<file path="config.mk">
export PLATFORM = sky130hd
export DESIGN_NAME = ymodem_packet_receiver_unit
export DESIGN_NICKNAME = d
export VERILOG_FILES = /design/src/hdl/ympr_pkg.sv /design/src/hdl/ympr_front.sv /design/src/hdl/ympr_queue.sv /design/src/hdl/ympr_back.sv /design/src/hdl/ymodem_packet_receiver_unit.sv
export SDC_FILE = /design/constraint.sdc
export NUM_CORES = 1
export LEC_CHECK = 0
export BUFFER_PORTS_ARGS = -buffer_cell sky130_fd_sc_hd__buf_4
export CAP_MARGIN = 25
export CORE_ASPECT_RATIO = 1.2
export CORE_MARGIN = 2
export CORE_UTILIZATION = 35
export CTS_CLUSTER_DIAMETER = 80
export DETAILED_ROUTE_END_ITERATION = 10
export GPL_TIMING_DRIVEN = 0
export PLACE_DENSITY = 0.59
export SLEW_MARGIN = 20
export SYNTH_ARGS = -nofsm -noshare
export SYNTH_HDL_FRONTEND = slang
export SYNTH_SLANG_ARGS = --single-unit
</file>
<file path="constraint.sdc">
create_clock -name clk -period 13.24 [get_ports clk]
set_input_delay 0.662 -clock clk [delete_from_list [all_inputs] [get_ports clk]]
set_output_delay 0.662 -clock clk [all_outputs]
set_load 0.01 [all_outputs]
</file>
<file path="src/hdl/ympr_pkg.sv">
// Shared types and constants for the YMODEM packet receiver.
package ympr_pkg;

    localparam int VALUE_W     = 27;
    localparam int MAX_RESULTS = 4;
    localparam int SHORT_PAYLOAD = 128;

    // Framing and reply characters.
    localparam logic [7:0] CH_SOH = 8'h01;
    localparam logic [7:0] CH_STX = 8'h02;
    localparam logic [7:0] CH_EOT = 8'h04;
    localparam logic [7:0] CH_ACK = 8'h06;
    localparam logic [7:0] CH_NAK = 8'h15;
    localparam logic [7:0] CH_CA  = 8'h18;
    localparam logic [7:0] CH_CRC = 8'h43;
    localparam logic [7:0] CH_AB1 = 8'h41;
    localparam logic [7:0] CH_AB2 = 8'h61;
    localparam logic [7:0] CH_SPACE = 8'h20;
    localparam logic [7:0] CH_NUL = 8'h00;
    localparam logic [7:0] CH_ZERO = 8'h30;
    localparam logic [7:0] CH_NINE = 8'h39;

    // Session end status codes.
    localparam logic [VALUE_W-1:0] ST_DONE      = 27'd0;
    localparam logic [VALUE_W-1:0] ST_CANCELLED = 27'd1;
    localparam logic [VALUE_W-1:0] ST_TOO_LARGE = 27'd2;
    localparam logic [VALUE_W-1:0] ST_ERRORS    = 27'd3;
    localparam logic [VALUE_W-1:0] ST_ABORT     = 27'd4;

    localparam logic [VALUE_W-1:0] SIZE_SAT = 27'h7FFFFFF;
    localparam logic [7:0]         MAX_ERRORS_RESET = 8'd5;
    localparam logic [VALUE_W-1:0] MAX_FILE_SIZE_RESET = 27'h5FFFFFF;

    // Configuration register indexes.
    typedef enum logic [1:0] {
        CFG_MAX_ERRORS    = 2'd0,
        CFG_MAX_FILE_SIZE = 2'd1
    } cfg_index_t;

    typedef enum logic [3:0] {
        PH_IDLE,
        PH_CA2,
        PH_SEQ,
        PH_COMP,
        PH_KEEP,
        PH_NAK,
        PH_BAD
    } phase_t;

    typedef enum logic [2:0] {
        K_PAY     = 3'd0,
        K_NAME    = 3'd1,
        K_SIZE    = 3'd2,
        K_COMMIT  = 3'd3,
        K_DISCARD = 3'd4,
        K_REPLY   = 3'd5,
        K_END     = 3'd6
    } kind_t;

    // All results caused by one request.
    typedef struct packed {
        logic [2:0]                          count;
        kind_t [MAX_RESULTS-1:0]             kind;
        logic [MAX_RESULTS-1:0][VALUE_W-1:0] value;
    } bundle_t;

    // Append one result to a bundle.
    function automatic bundle_t put(bundle_t b, kind_t k, logic [VALUE_W-1:0] v);
        bundle_t r;
        r = b;
        r.kind[b.count[1:0]]  = k;
        r.value[b.count[1:0]] = v;
        r.count = b.count + 3'd1;
        return r;
    endfunction

    function automatic logic [VALUE_W-1:0] ch(logic [7:0] c);
        return {{(VALUE_W-8){1'b0}}, c};
    endfunction

endpackage

</file>
<file path="src/hdl/ympr_front.sv">
// Front part: accepts requests, runs the protocol state and builds result bundles.
module ympr_front #(
    parameter int LONG_PAYLOAD    = 1024,
    parameter int NAME_MAX        = 64,
    parameter int SIZE_DIGITS_MAX = 16
) (
    input  logic                      clk,
    input  logic                      rst_n,
    input  logic                      in_valid,
    output logic                      in_stall,
    input  logic                      action,
    input  logic [7:0]                rx_byte,
    input  logic                      cfg_valid,
    output logic                      cfg_ready,
    input  logic [1:0]                cfg_index,
    input  logic [ympr_pkg::VALUE_W-1:0] cfg_data,
    input  logic                      q_full,
    output logic                      push,
    output ympr_pkg::bundle_t         push_data
);
    import ympr_pkg::*;

    localparam int BC_W = $clog2(LONG_PAYLOAD + 2);
    localparam int NI_W = $clog2(NAME_MAX);
    localparam int SD_W = $clog2(SIZE_DIGITS_MAX + 1);

    phase_t             phase_reg, phase_next;
    logic [BC_W-1:0]    byte_count_reg, byte_count_next;
    logic               long_reg, long_next;
    logic [7:0]         seq_reg, seq_next;
    logic [7:0]         exp_seq_reg, exp_seq_next;
    logic               past_first_reg, past_first_next;
    logic [7:0]         err_reg, err_next;
    logic               started_reg, started_next;
    logic [NI_W-1:0]    name_index_reg, name_index_next;
    logic [1:0]         nfp_reg, nfp_next;
    logic [VALUE_W-1:0] size_reg, size_next;
    logic [SD_W-1:0]    digits_reg, digits_next;
    logic               name_empty_reg, name_empty_next;
    logic [7:0]         max_errors_reg;
    logic [VALUE_W-1:0] max_size_reg;

    logic               accept;
    logic               do_fail, drop, do_finish, do_clear;
    logic [BC_W-1:0]    plen;
    logic [VALUE_W+3:0] size_wide;
    logic [SD_W-1:0]    digits_inc;
    bundle_t            res;

    assign in_stall  = q_full;
    assign cfg_ready = 1'b1;
    assign accept    = in_valid && !in_stall;
    assign plen      = long_reg ? BC_W'(LONG_PAYLOAD) : BC_W'(SHORT_PAYLOAD);
    assign size_wide = ({4'd0, size_reg} << 3) + ({4'd0, size_reg} << 1)
                     + (VALUE_W+4)'(rx_byte - CH_ZERO);
    assign digits_inc = digits_reg + SD_W'(1);

    // Configuration registers.
    always_ff @(posedge clk or negedge rst_n)
    begin
        if (!rst_n)
        begin
            max_errors_reg <= MAX_ERRORS_RESET;
            max_size_reg   <= MAX_FILE_SIZE_RESET;
        end
        else if (cfg_valid && cfg_ready)
        begin
            if (cfg_index == CFG_MAX_ERRORS)
                max_errors_reg <= cfg_data[7:0];
            else if (cfg_index == CFG_MAX_FILE_SIZE)
                max_size_reg <= cfg_data;
        end
    end

    // Protocol state and result generation for one request.
    always_comb
    begin
        phase_next      = phase_reg;
        byte_count_next = byte_count_reg;
        long_next       = long_reg;
        seq_next        = seq_reg;
        exp_seq_next    = exp_seq_reg;
        past_first_next = past_first_reg;
        err_next        = err_reg;
        started_next    = started_reg;
        name_index_next = name_index_reg;
        nfp_next        = nfp_reg;
        size_next       = size_reg;
        digits_next     = digits_reg;
        name_empty_next = name_empty_reg;
        res       = '0;
        do_fail   = 1'b0;
        drop      = 1'b0;
        do_finish = 1'b0;
        do_clear  = 1'b0;

        if (accept)
        begin
            if (action)
            begin
                do_fail = 1'b1;
                drop    = (phase_reg == PH_KEEP);
            end
            else
            begin
                unique case (phase_reg)
                    PH_IDLE:
                    begin
                        if (rx_byte == CH_SOH || rx_byte == CH_STX)
                        begin
                            long_next  = (rx_byte == CH_STX);
                            phase_next = PH_SEQ;
                        end
                        else if (rx_byte == CH_EOT)
                        begin
                            err_next        = '0;
                            exp_seq_next    = '0;
                            past_first_next = 1'b0;
                            res = put(res, K_REPLY, ch(CH_ACK));
                        end
                        else if (rx_byte == CH_CA)
                            phase_next = PH_CA2;
                        else if (rx_byte == CH_AB1 || rx_byte == CH_AB2)
                        begin
                            res = put(res, K_REPLY, ch(CH_CA));
                            res = put(res, K_REPLY, ch(CH_CA));
                            res = put(res, K_END, ST_ABORT);
                            do_clear = 1'b1;
                        end
                        else
                            do_fail = 1'b1;
                    end
                    PH_CA2:
                    begin
                        if (rx_byte == CH_CA)
                        begin
                            res = put(res, K_REPLY, ch(CH_ACK));
                            res = put(res, K_END, ST_CANCELLED);
                            do_clear = 1'b1;
                        end
                        else
                            do_fail = 1'b1;
                    end
                    PH_SEQ:
                    begin
                        seq_next   = rx_byte;
                        phase_next = PH_COMP;
                    end
                    PH_COMP:
                    begin
                        if (seq_reg != ~rx_byte)
                            phase_next = PH_BAD;
                        else if (seq_reg != exp_seq_reg)
                            phase_next = PH_NAK;
                        else
                            phase_next = PH_KEEP;
                        byte_count_next = '0;
                        name_index_next = '0;
                        nfp_next        = '0;
                        size_next       = '0;
                        digits_next     = '0;
                        name_empty_next = 1'b0;
                    end
                    PH_KEEP, PH_NAK, PH_BAD:
                    begin
                        if (phase_reg == PH_KEEP && byte_count_reg < plen)
                        begin
                            if (past_first_reg)
                                res = put(res, K_PAY, ch(rx_byte));
                            else
                            begin
                                // File name, then the decimal size.
                                unique case (nfp_reg)
                                    2'd0:
                                    begin
                                        if (rx_byte == CH_NUL)
                                        begin
                                            if (byte_count_reg == '0)
                                                name_empty_next = 1'b1;
                                            nfp_next = 2'd2;
                                        end
                                        else
                                        begin
                                            res = put(res, K_NAME, ch(rx_byte));
                                            if (name_index_reg == NI_W'(NAME_MAX - 1))
                                                nfp_next = 2'd1;
                                            else
                                                name_index_next = name_index_reg + NI_W'(1);
                                        end
                                    end
                                    2'd1:
                                        nfp_next = 2'd2;
                                    2'd2:
                                    begin
                                        if (rx_byte == CH_SPACE || rx_byte == CH_NUL)
                                            nfp_next = 2'd3;
                                        else if (rx_byte >= CH_ZERO && rx_byte <= CH_NINE)
                                        begin
                                            size_next = (size_wide[VALUE_W+3:VALUE_W] != '0)
                                                      ? SIZE_SAT : size_wide[VALUE_W-1:0];
                                            digits_next = digits_inc;
                                            if (digits_inc >= SD_W'(SIZE_DIGITS_MAX))
                                                nfp_next = 2'd3;
                                        end
                                        else
                                        begin
                                            size_next = '0;
                                            nfp_next  = 2'd3;
                                        end
                                    end
                                    default:
                                    begin
                                    end
                                endcase
                            end
                        end
                        if (byte_count_reg == plen + BC_W'(1))
                            do_finish = 1'b1;
                        else
                            byte_count_next = byte_count_reg + BC_W'(1);
                    end
                    default:
                        do_clear = 1'b1;
                endcase
            end

            // End of packet.
            if (do_finish)
            begin
                phase_next      = PH_IDLE;
                byte_count_next = '0;
                if (phase_reg == PH_BAD)
                    do_fail = 1'b1;
                else
                begin
                    err_next = '0;
                    if (phase_reg == PH_NAK)
                        res = put(res, K_REPLY, ch(CH_NAK));
                    else
                    begin
                        if (past_first_reg)
                        begin
                            res = put(res, K_COMMIT, '0);
                            res = put(res, K_REPLY, ch(CH_ACK));
                        end
                        else if (name_empty_reg)
                        begin
                            res = put(res, K_REPLY, ch(CH_ACK));
                            res = put(res, K_END, ST_DONE);
                            do_clear = 1'b1;
                        end
                        else if (size_reg > max_size_reg)
                        begin
                            res = put(res, K_DISCARD, '0);
                            res = put(res, K_REPLY, ch(CH_CA));
                            res = put(res, K_REPLY, ch(CH_CA));
                            res = put(res, K_END, ST_TOO_LARGE);
                            do_clear = 1'b1;
                        end
                        else
                        begin
                            res = put(res, K_SIZE, size_reg);
                            res = put(res, K_COMMIT, '0);
                            res = put(res, K_REPLY, ch(CH_ACK));
                            res = put(res, K_REPLY, ch(CH_CRC));
                            past_first_next = 1'b1;
                        end
                        exp_seq_next = exp_seq_reg + 8'd1;
                        started_next = 1'b1;
                    end
                end
            end

            // Error path.
            if (do_fail)
            begin
                if (drop)
                    res = put(res, K_DISCARD, '0);
                phase_next      = PH_IDLE;
                byte_count_next = '0;
                if (started_reg && err_reg >= max_errors_reg)
                begin
                    res = put(res, K_REPLY, ch(CH_CA));
                    res = put(res, K_REPLY, ch(CH_CA));
                    res = put(res, K_END, ST_ERRORS);
                    do_clear = 1'b1;
                end
                else
                begin
                    if (started_reg)
                        err_next = err_reg + 8'd1;
                    res = put(res, K_REPLY, ch(CH_CRC));
                end
            end

            // Session end returns all protocol state to reset.
            if (do_clear)
            begin
                phase_next      = PH_IDLE;
                byte_count_next = '0;
                long_next       = 1'b0;
                seq_next        = '0;
                exp_seq_next    = '0;
                past_first_next = 1'b0;
                err_next        = '0;
                started_next    = 1'b0;
                name_index_next = '0;
                nfp_next        = '0;
                size_next       = '0;
                digits_next     = '0;
                name_empty_next = 1'b0;
            end
        end
    end

    assign push      = accept && (res.count != 3'd0);
    assign push_data = res;

    // Protocol state registers.
    always_ff @(posedge clk or negedge rst_n)
    begin
        if (!rst_n)
        begin
            phase_reg      <= PH_IDLE;
            byte_count_reg <= '0;
            long_reg       <= 1'b0;
            seq_reg        <= '0;
            exp_seq_reg    <= '0;
            past_first_reg <= 1'b0;
            err_reg        <= '0;
            started_reg    <= 1'b0;
            name_index_reg <= '0;
            nfp_reg        <= '0;
            size_reg       <= '0;
            digits_reg     <= '0;
            name_empty_reg <= 1'b0;
        end
        else
        begin
            phase_reg      <= phase_next;
            byte_count_reg <= byte_count_next;
            long_reg       <= long_next;
            seq_reg        <= seq_next;
            exp_seq_reg    <= exp_seq_next;
            past_first_reg <= past_first_next;
            err_reg        <= err_next;
            started_reg    <= started_next;
            name_index_reg <= name_index_next;
            nfp_reg        <= nfp_next;
            size_reg       <= size_next;
            digits_reg     <= digits_next;
            name_empty_reg <= name_empty_next;
        end
    end

    // The byte counter only runs inside a packet body.
    a_count_idle: assert property (@(posedge clk) disable iff (!rst_n)
        (phase_reg == PH_IDLE || phase_reg == PH_CA2 || phase_reg == PH_SEQ)
        |-> byte_count_reg == '0)
        else $error("byte counter nonzero outside packet body");

    // Errors are only counted once a session has started.
    a_err_session: assert property (@(posedge clk) disable iff (!rst_n)
        !started_reg |-> err_reg == '0)
        else $error("error count outside a session");

endmodule

</file>
<file path="src/hdl/ympr_queue.sv">
// Two-entry queue of result bundles between the front and back parts.
module ympr_queue (
    input  logic              clk,
    input  logic              rst_n,
    input  logic              push,
    input  ympr_pkg::bundle_t push_data,
    output logic              full,
    input  logic              pop,
    output logic              not_empty,
    output ympr_pkg::bundle_t head
);
    import ympr_pkg::*;

    bundle_t    entry_reg [2];
    logic       wr_ptr_reg, rd_ptr_reg;
    logic [1:0] count_reg;

    assign full      = (count_reg == 2'd2);
    assign not_empty = (count_reg != 2'd0);
    assign head      = entry_reg[rd_ptr_reg];

    // Entry storage.
    always_ff @(posedge clk)
    begin
        if (push)
            entry_reg[wr_ptr_reg] <= push_data;
    end

    // Pointers and fill count.
    always_ff @(posedge clk or negedge rst_n)
    begin
        if (!rst_n)
        begin
            wr_ptr_reg <= 1'b0;
            rd_ptr_reg <= 1'b0;
            count_reg  <= '0;
        end
        else
        begin
            if (push)
                wr_ptr_reg <= ~wr_ptr_reg;
            if (pop)
                rd_ptr_reg <= ~rd_ptr_reg;
            count_reg <= count_reg + {1'b0, push} - {1'b0, pop};
        end
    end

    a_no_overflow: assert property (@(posedge clk) disable iff (!rst_n)
        full |-> !push)
        else $error("push into full queue");

    a_no_underflow: assert property (@(posedge clk) disable iff (!rst_n)
        !not_empty |-> !pop)
        else $error("pop from empty queue");

endmodule

</file>
<file path="src/hdl/ympr_back.sv">
// Back part: unpacks bundles into single results behind an output register.
module ympr_back (
    input  logic                         clk,
    input  logic                         rst_n,
    input  logic                         q_valid,
    input  ympr_pkg::bundle_t            q_head,
    output logic                         q_pop,
    output logic                         out_valid,
    input  logic                         out_stall,
    output logic [2:0]                   out_kind,
    output logic [ympr_pkg::VALUE_W-1:0] out_value,
    output logic                         last
);
    import ympr_pkg::*;

    bundle_t            bundle_reg;
    logic [1:0]         idx_reg;
    logic               busy_reg;
    logic               valid_reg;
    kind_t              kind_reg;
    logic [VALUE_W-1:0] value_reg;
    logic               last_reg;
    logic               advance;

    assign advance   = !valid_reg || !out_stall;
    assign q_pop     = advance && !busy_reg && q_valid;
    assign out_valid = valid_reg;
    assign out_kind  = kind_reg;
    assign out_value = value_reg;
    assign last      = last_reg;

    // Output register payload and the bundle being drained.
    always_ff @(posedge clk)
    begin
        if (advance)
        begin
            if (busy_reg)
            begin
                kind_reg  <= bundle_reg.kind[idx_reg];
                value_reg <= bundle_reg.value[idx_reg];
                last_reg  <= ({1'b0, idx_reg} + 3'd1 == bundle_reg.count);
            end
            else if (q_valid)
            begin
                kind_reg   <= q_head.kind[0];
                value_reg  <= q_head.value[0];
                last_reg   <= (q_head.count == 3'd1);
                bundle_reg <= q_head;
            end
        end
    end

    // Control: output valid, drain index and busy flag.
    always_ff @(posedge clk or negedge rst_n)
    begin
        if (!rst_n)
        begin
            valid_reg <= 1'b0;
            busy_reg  <= 1'b0;
            idx_reg   <= '0;
        end
        else if (advance)
        begin
            if (busy_reg)
            begin
                valid_reg <= 1'b1;
                idx_reg   <= idx_reg + 2'd1;
                if ({1'b0, idx_reg} + 3'd1 == bundle_reg.count)
                    busy_reg <= 1'b0;
            end
            else if (q_valid)
            begin
                valid_reg <= 1'b1;
                idx_reg   <= 2'd1;
                busy_reg  <= (q_head.count != 3'd1);
            end
            else
                valid_reg <= 1'b0;
        end
    end

    a_idx_range: assert property (@(posedge clk) disable iff (!rst_n)
        busy_reg |-> ({1'b0, idx_reg} < bundle_reg.count))
        else $error("drain index past bundle end");

    a_pop_idle: assert property (@(posedge clk) disable iff (!rst_n)
        q_pop |-> !busy_reg)
        else $error("bundle popped while another is draining");

endmodule

</file>
<file path="src/hdl/ymodem_packet_receiver_unit.sv">
// Top level of the YMODEM packet receiver.
// Input channel (in_valid/in_stall): one request per received byte or timeout;
// action=1 marks a timeout, rx_byte carries the byte otherwise.
// Output channel (out_valid/out_stall): zero to four results per request, in
// order, each with out_kind, out_value, and last on the final one of a request.
// Configuration (cfg_valid/cfg_ready, cfg_index, cfg_data): index 0 is
// max_errors, index 1 is max_file_size; cfg_ready is always high.
// The first result of a request passes through the bundle queue and then the
// output register before it is on the output and can be taken.
// Throughput: one request per cycle while the bundle queue has room; results
// leave the output register one at a time, while out_stall is low.
// The front accepts while the two-entry bundle queue has room, so the drain
// rate of the output register sets the sustained rate under long replies.
// At reset the session state clears, max_errors becomes 5 and max_file_size
// becomes 0x5FFFFFF. When the receiver stalls, the output holds, the queue
// fills, and in_stall rises once both queue entries are taken.
module ymodem_packet_receiver_unit #(
    parameter int LONG_PAYLOAD    = 1024,
    parameter int NAME_MAX        = 64,
    parameter int SIZE_DIGITS_MAX = 16
) (
    input  logic                         clk,
    input  logic                         rst_n,
    input  logic                         in_valid,
    output logic                         in_stall,
    input  logic                         action,
    input  logic [7:0]                   rx_byte,
    output logic                         out_valid,
    input  logic                         out_stall,
    output logic [2:0]                   out_kind,
    output logic [ympr_pkg::VALUE_W-1:0] out_value,
    output logic                         last,
    input  logic                         cfg_valid,
    output logic                         cfg_ready,
    input  logic [1:0]                   cfg_index,
    input  logic [ympr_pkg::VALUE_W-1:0] cfg_data
);
    import ympr_pkg::*;

    logic    push, q_full, q_valid, q_pop;
    bundle_t push_data, q_head;

    ympr_front #(
        .LONG_PAYLOAD    (LONG_PAYLOAD),
        .NAME_MAX        (NAME_MAX),
        .SIZE_DIGITS_MAX (SIZE_DIGITS_MAX)
    ) u_front (
        .clk       (clk),
        .rst_n     (rst_n),
        .in_valid  (in_valid),
        .in_stall  (in_stall),
        .action    (action),
        .rx_byte   (rx_byte),
        .cfg_valid (cfg_valid),
        .cfg_ready (cfg_ready),
        .cfg_index (cfg_index),
        .cfg_data  (cfg_data),
        .q_full    (q_full),
        .push      (push),
        .push_data (push_data)
    );

    ympr_queue u_queue (
        .clk       (clk),
        .rst_n     (rst_n),
        .push      (push),
        .push_data (push_data),
        .full      (q_full),
        .pop       (q_pop),
        .not_empty (q_valid),
        .head      (q_head)
    );

    ympr_back u_back (
        .clk       (clk),
        .rst_n     (rst_n),
        .q_valid   (q_valid),
        .q_head    (q_head),
        .q_pop     (q_pop),
        .out_valid (out_valid),
        .out_stall (out_stall),
        .out_kind  (out_kind),
        .out_value (out_value),
        .last      (last)
    );

endmodule
</file>
==> results.yml <==
drt:
  first_iter_violations: 1376
  vias: 18973
  ant_nets: 0
  drc: 0
  first_pass_iters: 6
  avgViaCountPerCell: 5.46
  wl_per_cell_um: 23.1
  wl_mm: 80.4
hold_path:
  hp-class: "in -> reg"
synth:
  async_reset_ff_share_pct: 23.8
  synth_cell_type_count: 88
  synth.largest_area_cell: "edfxtp_1"
  yosys_warnings: 0
  syn-cell-area_um2: 27100
  synth_cells: 2257
  synth_top_area_share_pct: 44.2
  avgSynthCellArea_um2: 12.0
  syn_nets: 2429
  synth_area_leaders: "edfxtp_1, dfrtp_1, mux2_2"
  seq_area_frac_synth_pct: 55.9
  synth_seq_cells: 525
  synth_ff_type: "edfxtp_1"
  synth-edff-count: 400
sta:
  post-route-min-period_ns: 8.36
  layout_setup_ws_ns: 4.88
  setup_viol: 0
  skew_ns: 0.0362
  slew_headroom_pct: 25.8
  hold_viol_final: 0
  finalCritPeriodShare_pct: 63.1
  worst_pin_slew_ns: 1.11
  fmax_ghz: 0.120
  grt_setup_unrepaired: "no"
  slew_viol_final: 0
cts:
  clock_latency_ns: 0.63
  root_buffer: "clkbuf_16"
  cts_tree: "yes"
  cts_buffer_depth: 3
  cts_resized: 0
  h-tree-depth: 2
  cts.sinks: 525
  post_cts_buffers: 0
  path_clk_slew_ns: 0.07
  postCtsHoldBufs: 1
  cts_buffers: 55
worst_setup_path:
  crit_path_end: "u_queue.entry_reg[1][17]"
  critPathCaptureType: "register"
  r2r_start: "u_front.long_reg"
  arrival_ns: 8.66
  cpMostUsedCell: "ha_1"
  reg2reg_slack_ns: 4.88
  reg2reg_to: "u_queue.entry_reg[1][17]"
  crit_path_top_delay_cell: "a31oi_1"
  cp_max_fo: 49
  crit_type: "reg -> reg"
  r2r_cells: 26
  cp.required_ns: 13.54
  slowest_delay_ns: 0.72
  startpoint: "u_front.long_reg"
  startpoint_type: "register"
global_routing:
  grt_max_degree: 91
  gr-total-overflow: 0
  grt_pass1_wl_mm: 122
  antenna_found_initial: 3
  grt_pass1_vias: 19756
  track_usage_pct: 20.1
floorplanning:
  die-area_um2: 79800
  core_um2: 76700
  io_pins: 77
  die_w_um: 258
  start_util_pct: 35.4
  die_h_um: 309
  fp-row-count: 111
cells_and_area:
  drive_gt1_share_pct: 17.8
  instances_no_fill: 3472
  largest_reg_flops: 246
  final_nets: 2580
  final_cell_mix: "edfxtp_1, nor2_1, mux2_2"
  post-route-util_pct: 40.7
  antenna_cells: 0
  mostFrequentLayoutCell: "edfxtp_1"
  syn_to_final_growth_pct: 14.9
pwr:
  p_per_area_nw_per_um2: 164
  total_power_uw: 5100
  leakagePower_uw: 0.0120
  ir_drop_uv: 96.3
placed_design:
  dp_hpwl_mm: 58.4
  gp_congestion: 0.954
  placed_cells: 3366
  pre_cts_slack_ns: 4.57
  port_buffers: 75
run:
  max_cap_violations: 0
run_status:
  status: "finished clean"
==> Yosys cell counts (all sizes together), types with 21 or more instances <==
cell	instances
o21ai	134
nand2	156
and3	24
a22oi	25
mux4	30
a31oi	25
inv	101
fa	26
and2	91
a21o	29
xnor2	28
dfrtp	97
clkbuf	92
nand3	50
ha	103
nand4	21
buf	25
dfstp	28
edfxtp	400
mux2	157
a21oi	112
nor3	38
nor2	190
xor2	27
==> critical path: cells and delay by family, from the launching register on <==
family / cells / cell delay, ns
AOI/OAI and AO/OA: 8 / 2.50
xor gates and xnor gates: 2 / 0.37
adders and majority gates: 4 / 1.01
buffers and inverters: 7 / 1.85
DFF: 1 / 0.38
and+or+nand+nor: 5 / 1.87
==> kinds of logic (layout without fill, tap and decap cells) <==
| kind of cell | Yosys count | after routing | share of synthesized area, % |
|---|---|---|---|
| AO/OA/AOI/OAI | 465 | 465 | 10.9 |
| XOR/XNOR | 55 | 55 | 1.77 |
| adder cells (fa/ha/maj) | 129 | 129 | 6.66 |
| buffers and inverters | 218 | 416 | 3.12 |
| flip-flops | 525 | 525 | 55.9 |
| multiplexers | 200 | 200 | 9.48 |
| other | 1 | 1 | 0.0138 |
| AND/OR/NAND/NOR | 664 | 664 | 12.2 |
==> power by group <==
group	switching (uW)	internal, uW
Combinational	751	524
Sequential	77.4	2210
Clock	669	868
==> layout make-up <==
type                       count  area, um2
fill                        7276      45500
tap                         1017       1270
multi-input combinational   1514      11200
clock buffer                  62       1400
timing repair buffer          94        940
clock inverter                42        397
sequential                   525      15200
buffer                       117        465
inverter                     101        382
==> through the flow <==
stage | setup TNS [ns] | hold WS, ns | area (um2)
6_report | 0 | 0.268 | 31200
5_1_grt | 0 | 0.243 | 31200
4_1_cts | 0 | 0.234 | 31200
3_5_place_dp | 0 | 0.497 | 29400
3_3_place_gp | -426.14 | 0.471 | 29000
2_1_floorplan | 0 | 0.366 | 27100
==> routing by layer <==
layer / share of wire [%] / routed length, um / global-route usage [%] / vias to the layer above
met5: 0.040 / 32 / 0 / -
met4: 4.1 / 3290 / 7.86 / 4
met3: 4.6 / 3720 / 2.91 / 213
met2: 49 / 39600 / 35.3 / 598
met1: 42 / 33700 / 25.0 / 9482
li1: - / - / - / 8676
==> how the worst min path moves through the flow <==
stage	startpoint	endpoint	slack [ns]	depth (start not counted)
finish	cfg_data[4]	u_front.max_errors_reg[4]	0.27	3
global route	cfg_data[17]	u_front.max_size_reg[17]	0.24	2
CTS	cfg_data[3]	u_front.max_errors_reg[3]	0.23	3
detailed placement	u_front.exp_seq_reg[7]	u_front.exp_seq_reg[7]	0.50	1
global placement	u_queue.wr_ptr_reg	u_queue.wr_ptr_reg	0.47	1
floorplan	rst_n	u_back.busy_reg	0.37	0
Note: power is estimated with default switching activity, not from simulation.
